## src/hw/rtl/mil_pkg.sv

```systemverilog
package mil_pkg;

  localparam int unsigned MaxTilePixels = 65536;
  localparam int unsigned MaxTiles      = 1024;
  localparam int unsigned CountW        = 17;
  localparam int unsigned TileIdxW      = 10;
  localparam int unsigned GainW         = 16;
  localparam int unsigned LikW          = 16;
  localparam int unsigned DivW          = 42;
  localparam int unsigned SeriesTerms   = 16;
  localparam int unsigned SquareSteps   = 8;

  typedef struct packed {
    logic [7:0] mask_pixel;
    logic [7:0] rendered_pixel;
    logic       last_pixel;
  } in_beat_t;

  typedef struct packed {
    logic [LikW-1:0]     likelihood_value;
    logic [CountW-1:0]   intersection_count;
    logic [CountW-1:0]   union_count;
    logic                empty_union;
    logic [TileIdxW-1:0] tile_index;
  } out_beat_t;

  // closed tile as handed from front to back
  typedef struct packed {
    logic [CountW-1:0]   and_count;
    logic [CountW-1:0]   or_count;
    logic [TileIdxW-1:0] tile_index;
  } tile_sum_t;

  typedef enum logic [2:0] {
    ST_IDLE,
    ST_MUL,
    ST_DIV,
    ST_SER_MUL,
    ST_CLAMP,
    ST_SQR,
    ST_FIN,
    ST_OUT
  } back_state_t;

endpackage

```

## src/hw/rtl/mil_front.sv

```systemverilog
module mil_front
  import mil_pkg::*;
#(
  parameter int unsigned MAX_TILE_PIXELS = MaxTilePixels,
  parameter int unsigned MAX_TILES       = MaxTiles
) (
  input  logic      clk,
  input  logic      rst,
  input  logic      in_valid,
  output logic      in_ready,
  input  in_beat_t  in_data,
  output logic      push,
  output tile_sum_t push_data,
  input  logic      q_full
);

  localparam int unsigned Cap   = (MAX_TILE_PIXELS > 131071) ? 131071 : MAX_TILE_PIXELS;
  localparam int unsigned TileW = (MAX_TILES > 1) ? $clog2(MAX_TILES) : 1;

  logic [CountW-1:0] and_counter, and_next;
  logic [CountW-1:0] or_counter, or_next;
  logic [TileW-1:0]  tile_counter;
  logic              accept;

  assign in_ready = !q_full;
  assign accept   = in_valid && in_ready;

  always_comb begin
    and_next = and_counter;
    or_next  = or_counter;
    if (((in_data.mask_pixel & in_data.rendered_pixel) != 8'd0) &&
        (and_counter < CountW'(Cap))) begin
      and_next = and_counter + 1'b1;
    end
    if (((in_data.mask_pixel | in_data.rendered_pixel) != 8'd0) &&
        (or_counter < CountW'(Cap))) begin
      or_next = or_counter + 1'b1;
    end
  end

  assign push                 = accept && in_data.last_pixel;
  assign push_data.and_count  = and_next;
  assign push_data.or_count   = or_next;
  assign push_data.tile_index = TileIdxW'(32'(tile_counter));

  always_ff @(posedge clk) begin
    if (rst) begin
      and_counter  <= '0;
      or_counter   <= '0;
      tile_counter <= '0;
    end else if (accept) begin
      if (in_data.last_pixel) begin
        and_counter <= '0;
        or_counter  <= '0;
        if (32'(tile_counter) == MAX_TILES - 1) begin
          tile_counter <= '0;
        end else begin
          tile_counter <= tile_counter + 1'b1;
        end
      end else begin
        and_counter <= and_next;
        or_counter  <= or_next;
      end
    end
  end

  a_and_le_or: assert property (@(posedge clk) disable iff (rst)
    and_counter <= or_counter) else $error("intersection above union");

endmodule

```

## config.mk

```make
export PLATFORM = sky130hd
export DESIGN_NAME = mil_front
export DESIGN_NICKNAME = d
export VERILOG_FILES = /design/src/hw/rtl/mil_pkg.sv /design/src/hw/rtl/mil_front.sv
export SDC_FILE = /design/constraint.sdc
export NUM_CORES = 1
export LEC_CHECK = 0
export BUFFER_PORTS_ARGS = -buffer_cell sky130_fd_sc_hd__buf_4
export CAP_MARGIN = 10
export CELL_PAD_IN_SITES_DETAIL_PLACEMENT = 1
export CELL_PAD_IN_SITES_GLOBAL_PLACEMENT = 1
export CORE_UTILIZATION = 40
export DETAILED_ROUTE_END_ITERATION = 6
export GPL_ROUTABILITY_DRIVEN = 0
export GPL_TIMING_DRIVEN = 0
export MAX_ROUTING_LAYER = met4
export PLACE_DENSITY = 0.84
export SYNTH_ARGS = -nofsm -noshare
export SYNTH_HDL_FRONTEND = slang
export SYNTH_SLANG_ARGS = --single-unit
```

## constraint.sdc

```tcl
create_clock -name clk -period 1.9 [get_ports clk]
set_input_delay 0.19 -clock clk [delete_from_list [all_inputs] [get_ports clk]]
set_output_delay 0.19 -clock clk [all_outputs]
set_load 0.02 [all_outputs]
```

==> impl_metrics.csv <==
group,metric,value,unit
synth,yosysSeqAreaShare,28.5,%
synth,yosysWarnings,0,
grt,grt_pass1_wl,19400,um
sta,grt_setup_unrepaired,"true",
setup_path,crit_type,"register to output pin",
die,die_height,89.9,um
cells_and_area,multi_input_area,2350,um^2
synth,synthesis.nets,414,
grt,grt_usage,30.9,%
sta,hold_viol,0,
min_path,min_path_type,"input pin to register",
synth,synth_compound_area_share,21.8,%
synth,yosys.area_share.simple,30.9,%
cells_and_area,n_fill_cell,863,
detailed_routing,vias_per_cell,6.64,
clocking,cts.clk_slew.worst_paths,0.09,ns
grt,gr-total-overflow,0,
min_path,min_from,"rst",
sta,period_minus_slack,2.10,ns
synth,syn_inst,390,
detailed_routing,drt_iter0_markers,352,
cells_and_area,regArea,947,um^2
clocking,cts.sinks,44,
setup_path,end_kind,"output pin",
sta,max_freq,477,MHz
power,power_density,423,nW/um^2
cells_and_area,drive_above_1_share,44.7,%
power,p_leak,1.89,nW
run_status,status,"complete, but fails checks",
synth,synth-seq-cells,44,
clocking,h-tree-depth,2,
clocking,cts_hold_buffers,0,
cells_and_area,antennaDiodeCount,0,
flow_run,cap_violations,0,
die,die_area,8090,um^2
sta,skew,0.0196,ns
synth,synthFlopType,"dfxtp_1",
setup_path,cp.required,1.71,ns
clocking,numCtsBuffers,5,
grt,grt_pass1_vias,3765,
sta,holdWs,0.287,ns
run_status,violations,"negative setup slack",
synth,syn_area,3090,um^2
die,core,7370,um^2
die,io_pins,67,
cells_and_area,fin_nets,540,
sta,setup_violations,24,
setup_path,worstPathMaxFanout,6,
sta,postLayoutSetupSlackWorst,-0.196,ns
synth,synthDominantCellAreaShare,28.5,%
clocking,tritoncts,"done",
min_path,min_to,"or_counter[15]",
sta,tightest_slew,0.881,ns
sta,finalMaxSlewViolations,0,
setup_path,r2r_end,"and_counter[3]",
power,p_total,0.00200,W
setup_path,ff2ff_path_depth,4,
die,start_util,42.0,%
synth,netlist-cell-type-count,59,
synth,synthArstFlopShare,0,%
grt,antenna_found_initial,0,
place,port_buffers,65,
setup_path,worst_r2r_startpoint,"and_counter[0]",
setup_path,cp_data_arrival_time,1.91,ns
synth,synth-edff-count,0,
sta,slew_headroom,41.3,%
synth,syn-mean-instance-area,7.93,um^2
detailed_routing,ant_nets,0,
detailed_routing,drt_pass1_iterations,5,
synth,synth_xor_area_share,10.8,%
clocking,cts_buffer_depth,2,
die,std_cell_rows,31,
detailed_routing,drcViolationCount,0,
sta,layout_worst_path_cycle_share,110,%
detailed_routing,routedWlPerCell,25.2,um
place,detailed_place_hpwl,7800,um
grt,grt_start_max_net_pins,14,
detailed_routing,routed_wl,15600,um
clocking,cts_root_buffer,"clkbuf_8",
synth,yosys.area_share.adder,1.21,%
min_path,holdPathStages,3,
synth,synth_mux_area_share,0.364,%
clocking,clk_latency,0.32,ns
die,die_width,89.9,um
synth,synth.area.top_cells,"dfxtp_1 28%, xnor2_1 7.6%, nand2_1 4.9%, nand3_1 4.4%, nand4_1 4.0%",
setup_path,start_kind,"register",
synth,synth_largest_area_cell,"dfxtp_1",
setup_path,r2r_slack,0,ns
detailed_routing,vias,4093,
synth,synth_top_family_by_area,"simple AND/OR/NAND/NOR gates",
power,ir_worst_vdd,407,uV
cells_and_area,syn_to_final_growth,52.7,%
==> kinds of logic after synthesis <==
group	Yosys count
buffers and inverters	45
xor gates and xnor gates	38
and+or+nand+nor	173
AOI/OAI and AO/OA	86
DFF	44
adders and majority gates	3
muxes	1
==> worst max path at each step <==
stage,from,endpoint,slack (ns)
after global routing,or_counter[0],push_data[17],-0.29
final,or_counter[0],push_data[17],-0.20
after floorplan,or_counter[0],push_data[26],-0.05
after global placement,or_counter[0],push_data[26],-0.33
after detailed placement,or_counter[0],push_data[26],-0.40
after CTS,and_counter[0],push_data[41],-0.14
==> per-layer routing <==
layer	up-vias	routed length (um)	track usage (%)
met1	2016	6040	36.8
met4	0	774	13.2
met5	-	0	-
met2	263	7430	52.1
met3	80	1310	4.31
li1	1734	-	-
==> flip-flops by register name, summed over array words and instances (netlist names) <==
signal	cells
and_counter	17
or_counter	17
tile_counter	10
==> critical path, stage by stage, from the launching register on <==
cell and delay (ns):
dfxtp_4 0.39, nand4_1 0.21, nor2_2 0.24, clkbuf_8 0.20, nand4_1 0.13, xnor2_1 0.24
buf_4 0.18
==> cell usage after synthesis (4+ instances only) <==
library cell,number
dfxtp_1,44
nand2_1,40
nand3_1,27
nor2_1,27
xnor2_1,27
nand4_1,20
a31oi_1,19
inv_1,14
nor3_1,12
clkbuf_1,11
xor2_1,11
o311ai_0,10
buf_2,9
o21ai_0,9
and2_1,7
and3_1,6
o31ai_1,6
a311o_1,5
and4_1,5
nor4_2,5
a22oi_1,4
a31o_2,4
a32o_1,4
a41o_1,4
buf_1,4
o211ai_1,4
==> cell type report <==
class	instances	share of cell area, %
Timing Repair Buffer	126	20.5
Inverter	15	1.19
Tap cell	99	2.62
Sequential cell	44	20.1
Clock buffer	6	1.54
Multi-Input combinational cell	301	49.8
Clock inverter	2	0.742
Buffer	23	3.55
==> layout by cell type (no fill, tap or decap), types with 3 or more instances in the layout <==
cell type	n
buf_4	123
nand2_1	38
nor2_1	24
xnor2_1	22
dfxtp_1	21
nand4_1	20
nand3_1	20
a31oi_1	19
dfxtp_4	15
inv_1	14
buf_6	13
xor2_1	11
o311ai_0	10
o21ai_0	8
dfxtp_2	8
nand3_2	6
nor4_4	6
clkbuf_8	6
o31ai_1	6
nor3_1	6
nor3_4	5
xnor2_2	5
clkbuf_1	5
a311o_1	5
a22oi_2	4
buf_2	4
and2_1	4
a41o_1	4
o211ai_1	4
a32o_1	4
and3_1	3
and3_4	3
a31o_2	3
nand4b_1	3
==> report_power, final <==
part	total (W)	switching (W)	internal (W)	leakage, nW
clock	0.000764	0.000373	0.000392	0.0552
combinational	0.000304	0.000193	0.000111	1.46
sequential	0.000929	0.0000176	0.000911	0.371
==> metrics by stage <==
step | std cells | instance area [um^2] | setup WS [ns] | util [%] | setup TNS (ns)
floorplan | 390 | 3100 | -0.0538 | - | -0.0538
finish | 616 | 4720 | -0.196 | 64.1 | -1.93
global placement | 554 | 3710 | -0.325 | 50.4 | -3.43
detailed placement | 554 | 3710 | -0.399 | 50.4 | -6.32
global route | 616 | 4720 | -0.290 | 64.1 | -3.18
CTS | 584 | 4250 | -0.136 | 57.7 | -0.422
==> what timing repair did <==
| action | 4_1_cts | 5_1_grt |
|---|---|---|
| pin swaps | 15 | 24 |
| endpoints found under the setup margin | 38 | 29 |
| gates resized for setup | 66 | 61 |
| buffers inserted | 28 | 33 |
Note: power is estimated with default switching activity, not from simulation.
