==> config.mk <==
export PLATFORM = sky130hd
export DESIGN_NAME = mil_fifo
export DESIGN_NICKNAME = d
export VERILOG_FILES = /design/src/hw/rtl/mil_pkg.sv /design/src/hw/rtl/mil_fifo.sv
export SDC_FILE = /design/constraint.sdc
export NUM_CORES = 1
export LEC_CHECK = 0
export BUFFER_PORTS_ARGS = -buffer_cell sky130_fd_sc_hd__buf_4
export CORE_MARGIN = 5
export CORE_UTILIZATION = 30
export CTS_BUF_LIST = sky130_fd_sc_hd__clkbuf_4 sky130_fd_sc_hd__clkbuf_8
export CTS_CLUSTER_SIZE = 14
export DETAILED_ROUTE_END_ITERATION = 12
export GPL_ROUTABILITY_DRIVEN = 0
export PLACE_DENSITY = 0.63
export SYNTH_ARGS = -nofsm -noshare
export SYNTH_HDL_FRONTEND = slang
export SYNTH_SLANG_ARGS = --single-unit
==> constraint.sdc <==
create_clock -name clk -period 4.1 [get_ports clk]
set_input_delay 0.82 -clock clk [delete_from_list [all_inputs] [get_ports clk]]
set_output_delay 0.82 -clock clk [all_outputs]
set_load 0.005 [all_outputs]
==> src/hw/rtl/mil_pkg.sv <==
package mil_pkg;

  localparam int unsigned MaxTilePixels = 65536;
  localparam int unsigned MaxTiles      = 1024;
  localparam int unsigned CountW        = 17;
  localparam int unsigned TileIdxW      = 10;
  localparam int unsigned GainW         = 16;
  localparam int unsigned LikW          = 16;
  localparam int unsigned DivW          = 42;
  localparam int unsigned SeriesTerms   = 16;
  localparam int unsigned SquareSteps   = 8;

  typedef struct packed {
    logic [7:0] mask_pixel;
    logic [7:0] rendered_pixel;
    logic       last_pixel;
  } in_beat_t;

  typedef struct packed {
    logic [LikW-1:0]     likelihood_value;
    logic [CountW-1:0]   intersection_count;
    logic [CountW-1:0]   union_count;
    logic                empty_union;
    logic [TileIdxW-1:0] tile_index;
  } out_beat_t;

  // closed tile as handed from front to back
  typedef struct packed {
    logic [CountW-1:0]   and_count;
    logic [CountW-1:0]   or_count;
    logic [TileIdxW-1:0] tile_index;
  } tile_sum_t;

  typedef enum logic [2:0] {
    ST_IDLE,
    ST_MUL,
    ST_DIV,
    ST_SER_MUL,
    ST_CLAMP,
    ST_SQR,
    ST_FIN,
    ST_OUT
  } back_state_t;

endpackage

==> src/hw/rtl/mil_fifo.sv <==
module mil_fifo
  import mil_pkg::*;
(
  input  logic      clk,
  input  logic      rst,
  input  logic      push,
  input  tile_sum_t push_data,
  input  logic      pop,
  output tile_sum_t head,
  output logic      not_empty,
  output logic      full
);

  tile_sum_t  mem [2];
  logic       wr_ptr, rd_ptr;
  logic [1:0] count;

  assign not_empty = count != 2'd0;
  assign full      = count == 2'd2;
  assign head      = mem[rd_ptr];

  always_ff @(posedge clk) begin
    if (push) begin
      mem[wr_ptr] <= push_data;
    end
  end

  always_ff @(posedge clk) begin
    if (rst) begin
      wr_ptr <= 1'b0;
      rd_ptr <= 1'b0;
      count  <= 2'd0;
    end else begin
      if (push) wr_ptr <= ~wr_ptr;
      if (pop)  rd_ptr <= ~rd_ptr;
      if (push && !pop) begin
        count <= count + 2'd1;
      end else if (pop && !push) begin
        count <= count - 2'd1;
      end
    end
  end

  a_count_bound: assert property (@(posedge clk) disable iff (rst)
    count <= 2'd2) else $error("queue over depth");

endmodule

==> impl_metrics.toml, run 1 <==
[floorplanning]
initial_utilization = 0.309
die_width_um = 116
rows = 38
floorplan.core_area_um2 = 11000
dieArea_um2 = 13600
fp.dieH_um = 116
ios = 94

[logic_synthesis]
post-synth-top-count-cell = "edfxtp_1"
netlist.area_leader.share = 0.778
async_flop_share = 0
yosys-mux-area-fraction = 0.146
synth-xor-area-share = 0.0103
synth_top_cell_by_area = "edfxtp_1"
synth_seq_area_share = 0.807
netlist_instances = 159
top_cells_by_area_synth = "edfxtp_1, mux2_2, dfxtp_1, buf_6, xnor2_1"
synthFlopType = "edfxtp_1"
mappedNetlistNets = 208
synth-compound-area-share = 0.00295
post_synth_most_frequent_cells = "edfxtp_1, mux2_2, dfxtp_1"
main_combinational_cell_family_by_area_after_synthesis = "multiplexers"
synthDistinctLibCells = 17
synth_area_per_cell_um2 = 21.4
syn_area_um2 = 3400
synth_edf_count = 88
synth-warning-count = 0
ys_seq_elements = 93
synthAdderAreaFrac = 0.00368
synth-simple-area-share = 0.0144

[cts]
clk_latency_ps = 350
post_cts.resized_instances = 0
clock_tree.root_cell = "clkbuf_8"
htree_num_levels = 3
cts.hold.buffers_added = 0
cts_buffers = 9
clk_path_buf_depth = 2
post-cts-setup-buffer-count = 0
clk_slew_on_worst_s_h_paths_ps = 80
clock_tree_from_tritoncts = "built"
cts.sinks = 93

[route]
first_iter_violations = 53
detailroute.via_count = 1739
routedWlPerCell_um = 15.4
drtAntennaViolNets = 0
drt_drc_violations_left = 0
pre_repair_dr_iteration_count = 4
vias_per_cell = 4.30
detail_route.wirelength_um = 6210

[cells_and_area]
area.growth.synth_to_final_pct = 32.0
drive_above_1_share = 0.602
number_of_antenna_repair_diodes = 0
layout.cell_area.non_filler_um2 = 4490
layout.nets = 308
fill_cells = 1025

[global_routing]
largest_net_degree_at_the_start_of_global_routing = 45
grt_remaining_overflow = 0
grtUsageTotal = 0.0942
initial_antenna_violation_count = 0
grt_pass1_vias = 1928
grt_pass1_wl_um = 9430

[placed_design]
detailed_place.area_um2 = 4240
hpwlAfterDp_um = 4030
place.port_buffers = 93

[timing]
largest_clock_skew_in_the_final_design_ps = 5.18
worst_slew_pin_slew_ps = 1110
finalSetupTns_ps = 0
unrepaired_setup_endpoints_after_global_routing = "no"
setup_violations = 0
timing.final.crit_period_ps = 2840
clock.fmax_ghz = 0.353
slew_headroom = 0.257
fin_crit_sh = 0.692
hold_viol = 0
pins_over_slew_limit = 0

[power_and_ir_drop]
total_leakage_power_nw = 1.67
vdd_ir_drop_max_v = 0.000156
cellPowerDensity_nw_per_um2 = 466

[hold_path]
holdCritPathClass = "reg -> reg"
timing.hold.worst.start = "count[1]"

[critical_path]
end_kind = "primary output"
path_class = "reg -> out"
worst_path_largest_cell_delay_ps = 1080
crit_path_cell_trace = "mux2_2 > buf_4"
cp_top_family = "flip-flops"
critPathMaxFanout = 44
regToRegStartpoint = "wr_ptr"
critical_path_at_ps = 2020
cp_data_required_time_ps = 3280
timing.critical_path.buf_inv = 1
startpoint_type = "register"
crit_path_top_delay_cell = "dfxtp_2"

[run_status]
outcome = "completed"

[job]
drv_cap = 0
==> registers in the layout, indices dropped and copies added, names as in the netlist, named ones only <==
| signal | flops |
|---|---|
| count | 2 |
| mem | 88 |
| wr_ptr | 1 |
| rd_ptr | 1 |
==> layer usage <==
metal	GRT usage	vias to the layer above	wire length [um]
li1	-	816	-
met1	0.103	859	2480
met2	0.159	55	3200
met3	0.0238	9	375
met4	0.0673	0	153
met5	0	-	0
==> through the flow <==
stage | hold slack, ps | total power, mW | util | instances | worst slack [ps]
2_1_floorplan | 456 | 1.26 | - | 159 | 869
3_3_place_gp | 473 | 1.39 | 0.386 | 388 | 1590
3_5_place_dp | 505 | 1.40 | 0.386 | 388 | 1560
4_1_cts | 517 | 2.13 | 0.409 | 404 | 1140
5_1_grt | 585 | 2.19 | 0.409 | 404 | 1080
6_report | 516 | 2.09 | 0.409 | 404 | 1260
==> tightest hold or removal path: stages, from the launching register on <==
cell	delay, ps
dfxtp_1	330
o21ai_0	80
a21oi_1	60
==> power breakdown <==
part	switching, mW	internal (mW)	total, mW
sequential	0.0321	1.11	1.14
combinational	0.0864	0.145	0.232
clock	0.289	0.435	0.724
total	0.408	1.69	2.09
==> logic make-up (layout without fill, tap and decap cells) <==
| family | count (synthesis) | count (layout) |
|---|---|---|
| flip-flops | 93 | 93 |
| adder cells (fa/ha/maj) | 1 | 1 |
| buffers and inverters | 6 | 111 |
| multiplexers | 44 | 44 |
| XOR/XNOR | 4 | 4 |
| AO/OA/AOI/OAI | 2 | 2 |
| AND/OR/NAND/NOR | 9 | 9 |
==> placed cells by master (no fill, tap or decap), drive strengths merged <==
cell type	Yosys	layout
a21oi	1	1
and2	1	1
and2b	1	1
buf	5	94
bufinv	0	3
clkbuf	0	12
clkinv	0	1
dfxtp	5	5
edfxtp	88	88
ha	1	1
inv	1	1
mux2	44	44
nor2	4	4
nor2b	1	1
o21ai	1	1
or2	1	1
or3	1	1
xnor2	2	2
xor2	2	2
==> final cells by class <==
type / instances / area (um^2) / share of cell area
tap: 140 / 175 / 0.0390
clock buffer: 12 / 153 / 0.0340
timing repair buffer: 94 / 706 / 0.157
sequential: 93 / 2740 / 0.612
inverter: 1 / 3.75 / 0.000837
clock inverter: 4 / 95.1 / 0.0212
multi-input combinational: 60 / 611 / 0.136
==> worst paths after layout <==
check / end / slack (ps) / depth (start not counted)
setup / recovery: head[41] / 1260 / 2
hold / removal: count[1] / 520 / 2
setup reg to reg: mem[1][38] / 2360 / 1
hold reg to reg: count[1] / 520 / 2
No activity file was read; power rests on OpenSTA's default activity.
==> run 2, diff against run 1 <==
--- a/config.mk
+++ b/config.mk
@@ -5,6 +5,7 @@
 export SDC_FILE = /design/constraint.sdc
 export NUM_CORES = 1
 export LEC_CHECK = 0
+export ABC_AREA = 1
 export BUFFER_PORTS_ARGS = -buffer_cell sky130_fd_sc_hd__buf_4
 export CORE_MARGIN = 5
 export CORE_UTILIZATION = 30
@@ -12,7 +13,7 @@
 export CTS_CLUSTER_SIZE = 14
 export DETAILED_ROUTE_END_ITERATION = 12
 export GPL_ROUTABILITY_DRIVEN = 0
-export PLACE_DENSITY = 0.63
+export PLACE_DENSITY = 0.64
 export SYNTH_ARGS = -nofsm -noshare
 export SYNTH_HDL_FRONTEND = slang
 export SYNTH_SLANG_ARGS = --single-unit
==> constraint.sdc (replaced) <==
create_clock -name clk -period 2.38 [get_ports clk]
set_input_delay 0.476 -clock clk [delete_from_list [all_inputs] [get_ports clk]]
set_output_delay 0.476 -clock clk [all_outputs]
set_load 0.005 [all_outputs]
==> run 2 against run 1 <==
  * Critical endpoint is now head[32]
  * Via count increased by 2.0%
  * Worst hold slack got worse by 220 ps
  * Global-route usage decreased by 0.083 points
  * Flip-flop and latch count unchanged
==> impl_metrics.toml, run 2 <==
[route]
drt_drc_violations_left = 0
detail_route.wirelength_um = 6450
detailroute.via_count = 1774
vias_per_cell = 4.16
pre_repair_dr_iteration_count = 3
routedWlPerCell_um = 15.1
first_iter_violations = 37
drtAntennaViolNets = 0

[cts]
clock_tree.root_cell = "clkbuf_8"
htree_num_levels = 3
clk_path_buf_depth = 2
post-cts-setup-buffer-count = 0
clock_tree_from_tritoncts = "built"
cts_buffers = 9
cts.sinks = 93
clk_slew_on_worst_s_h_paths_ps = 80
post_cts.resized_instances = 0
clk_latency_ps = 350
cts.hold.buffers_added = 0

[cells_and_area]
largest_register_ffs = 88
post_route_insts_no_fill = 426
largestRegisters = "mem x88, count x2"
area.growth.synth_to_final_pct = 28.3
layout.cell_area.non_filler_um2 = 4630
fill_cells = 1111
layout.nets = 325
layout_common_cells = "buf_4, edfxtp_1, mux2_4, clkbuf_8, inv_1"
register_containing_the_most_flip_flops_in_the_final_layout = "mem"
drive_above_1_share = 0.570
layout_commonest_cell = "buf_4"
core_occupancy_in_the_finished_layout = 0.388
number_of_antenna_repair_diodes = 0

[logic_synthesis]
top_cells_by_area_synth = "edfxtp_1, mux2_4, dfxtp_1, buf_12, mux2_2"
synth_edf_count = 88
netlist_instances = 170
synth-warning-count = 0
synth-compound-area-share = 0.00278
synth-simple-area-share = 0.0170
ys_seq_elements = 93
syn_area_um2 = 3610
synth_seq_area_share = 0.761
synth_top_cell_by_area = "edfxtp_1"
yosys-mux-area-fraction = 0.179
synthDistinctLibCells = 16
synth-xor-area-share = 0.00243
synthFlopType = "edfxtp_1"
async_flop_share = 0
synth_area_per_cell_um2 = 21.2
post-synth-top-count-cell = "edfxtp_1"
mappedNetlistNets = 219
main_combinational_cell_family_by_area_after_synthesis = "multiplexers"
netlist.area_leader.share = 0.733
post_synth_most_frequent_cells = "edfxtp_1, mux2_4, inv_1"
synthAdderAreaFrac = 0.00347

[placed_design]
place.port_buffers = 93
post_placement_cell_count = 412
detailed_place.area_um2 = 4470
hpwlAfterDp_um = 4550
place_ws_ps = 627

[critical_path]
worst_path_largest_cell_delay_ps = 540
end_kind = "primary output"
critPathMaxFanout = 14
worst_path_most_repeated_cell = "buf_4"
crit_path_top_delay_cell = "dfxtp_4"
startpoint_type = "register"
path_class = "reg -> out"
critical_path_at_ps = 1650
cp_data_required_time_ps = 1900
crit_path_cell_trace = "buf_4 > mux2_4 > buf_4"

[run_status]
outcome = "completed"

[timing]
timing.final.crit_period_ps = 2130
unrepaired_setup_endpoints_after_global_routing = "no"
largest_clock_skew_in_the_final_design_ps = 12.4
clock.fmax_ghz = 0.471
pins_over_slew_limit = 0
slew_headroom = 0.747
hold_viol = 0
fin_crit_sh = 0.893
fin_worst_hold_slack_ps = 296
setup_violations = 0
worst_slew_pin_slew_ps = 379
finalSetupTns_ps = 0
layout_setup_ws_ps = 255

[power_and_ir_drop]
power_mw = 3.26
vdd_ir_drop_max_v = 0.000205
total_leakage_power_nw = 1.84
cellPowerDensity_nw_per_um2 = 704

[global_routing]
grt_pass1_wl_um = 10000
initial_antenna_violation_count = 0
largest_net_degree_at_the_start_of_global_routing = 28
grt_pass1_vias = 1887
grt_remaining_overflow = 0
grtUsageTotal = 0.0934

[hold_path]
holdCritPathClass = "in -> reg"

[floorplanning]
floorplan.core_area_um2 = 11900
die_width_um = 120
ios = 94
dieArea_um2 = 14300
fp.dieH_um = 120
initial_utilization = 0.303
rows = 40

[job]
drv_cap = 0
## run 2: worst max-delay path: cells and delay by family (launching register included)
| family | cells | cell delay [ps] |
|---|---|---|
| DFF | 1 | 540 |
| muxes | 1 | 320 |
| buffers and inverters | 2 | 430 |
## run 2: routing by layer
metal	share of wire	GRT usage	wire length, um
met1	0.41	0.108	2630
met2	0.51	0.150	3270
met3	0.069	0.0396	446
met4	0.017	0.0451	108
met5	0	0	0
## run 2: cell families after synthesis
| kind of cell | Yosys count |
|---|---|
| mux | 44 |
| buf+inv | 14 |
| fa+ha+maj | 1 |
| xor+xnor | 1 |
| simple gates | 15 |
| compound gates | 2 |
| flops | 93 |
## run 2: final timing paths
| kind | end | from | depth (start not counted) | slack [ps] |
|---|---|---|---|---|
| max | head[32] | register | 3 | 250 |
| min | register | rst | 2 | 300 |
| max reg2reg | mem[1][5] | wr_ptr | 3 | 1120 |
| min reg2reg | rd_ptr | rd_ptr | 2 | 520 |
## run 2: final cells by class
type | count | area (um^2) | area share
well taps | 147 | 184 | 0.0398
clock inverters | 3 | 15.0 | 0.00324
clock buffers | 11 | 139 | 0.0300
multi-input cells | 63 | 746 | 0.161
inverters | 9 | 33.8 | 0.00730
flip-flops and latches | 93 | 2750 | 0.594
repair buffers | 100 | 763 | 0.165
## run 2: where the power goes
| part | leakage (nW) | switching (mW) | internal (mW) | total (mW) |
|---|---|---|---|---|
| clock | 0.0772 | 0.485 | 0.385 | 0.870 |
| sequential | 0.868 | 0.0368 | 1.89 | 1.93 |
| combinational | 0.891 | 0.174 | 0.288 | 0.461 |
| total | 1.84 | 0.696 | 2.56 | 3.26 |
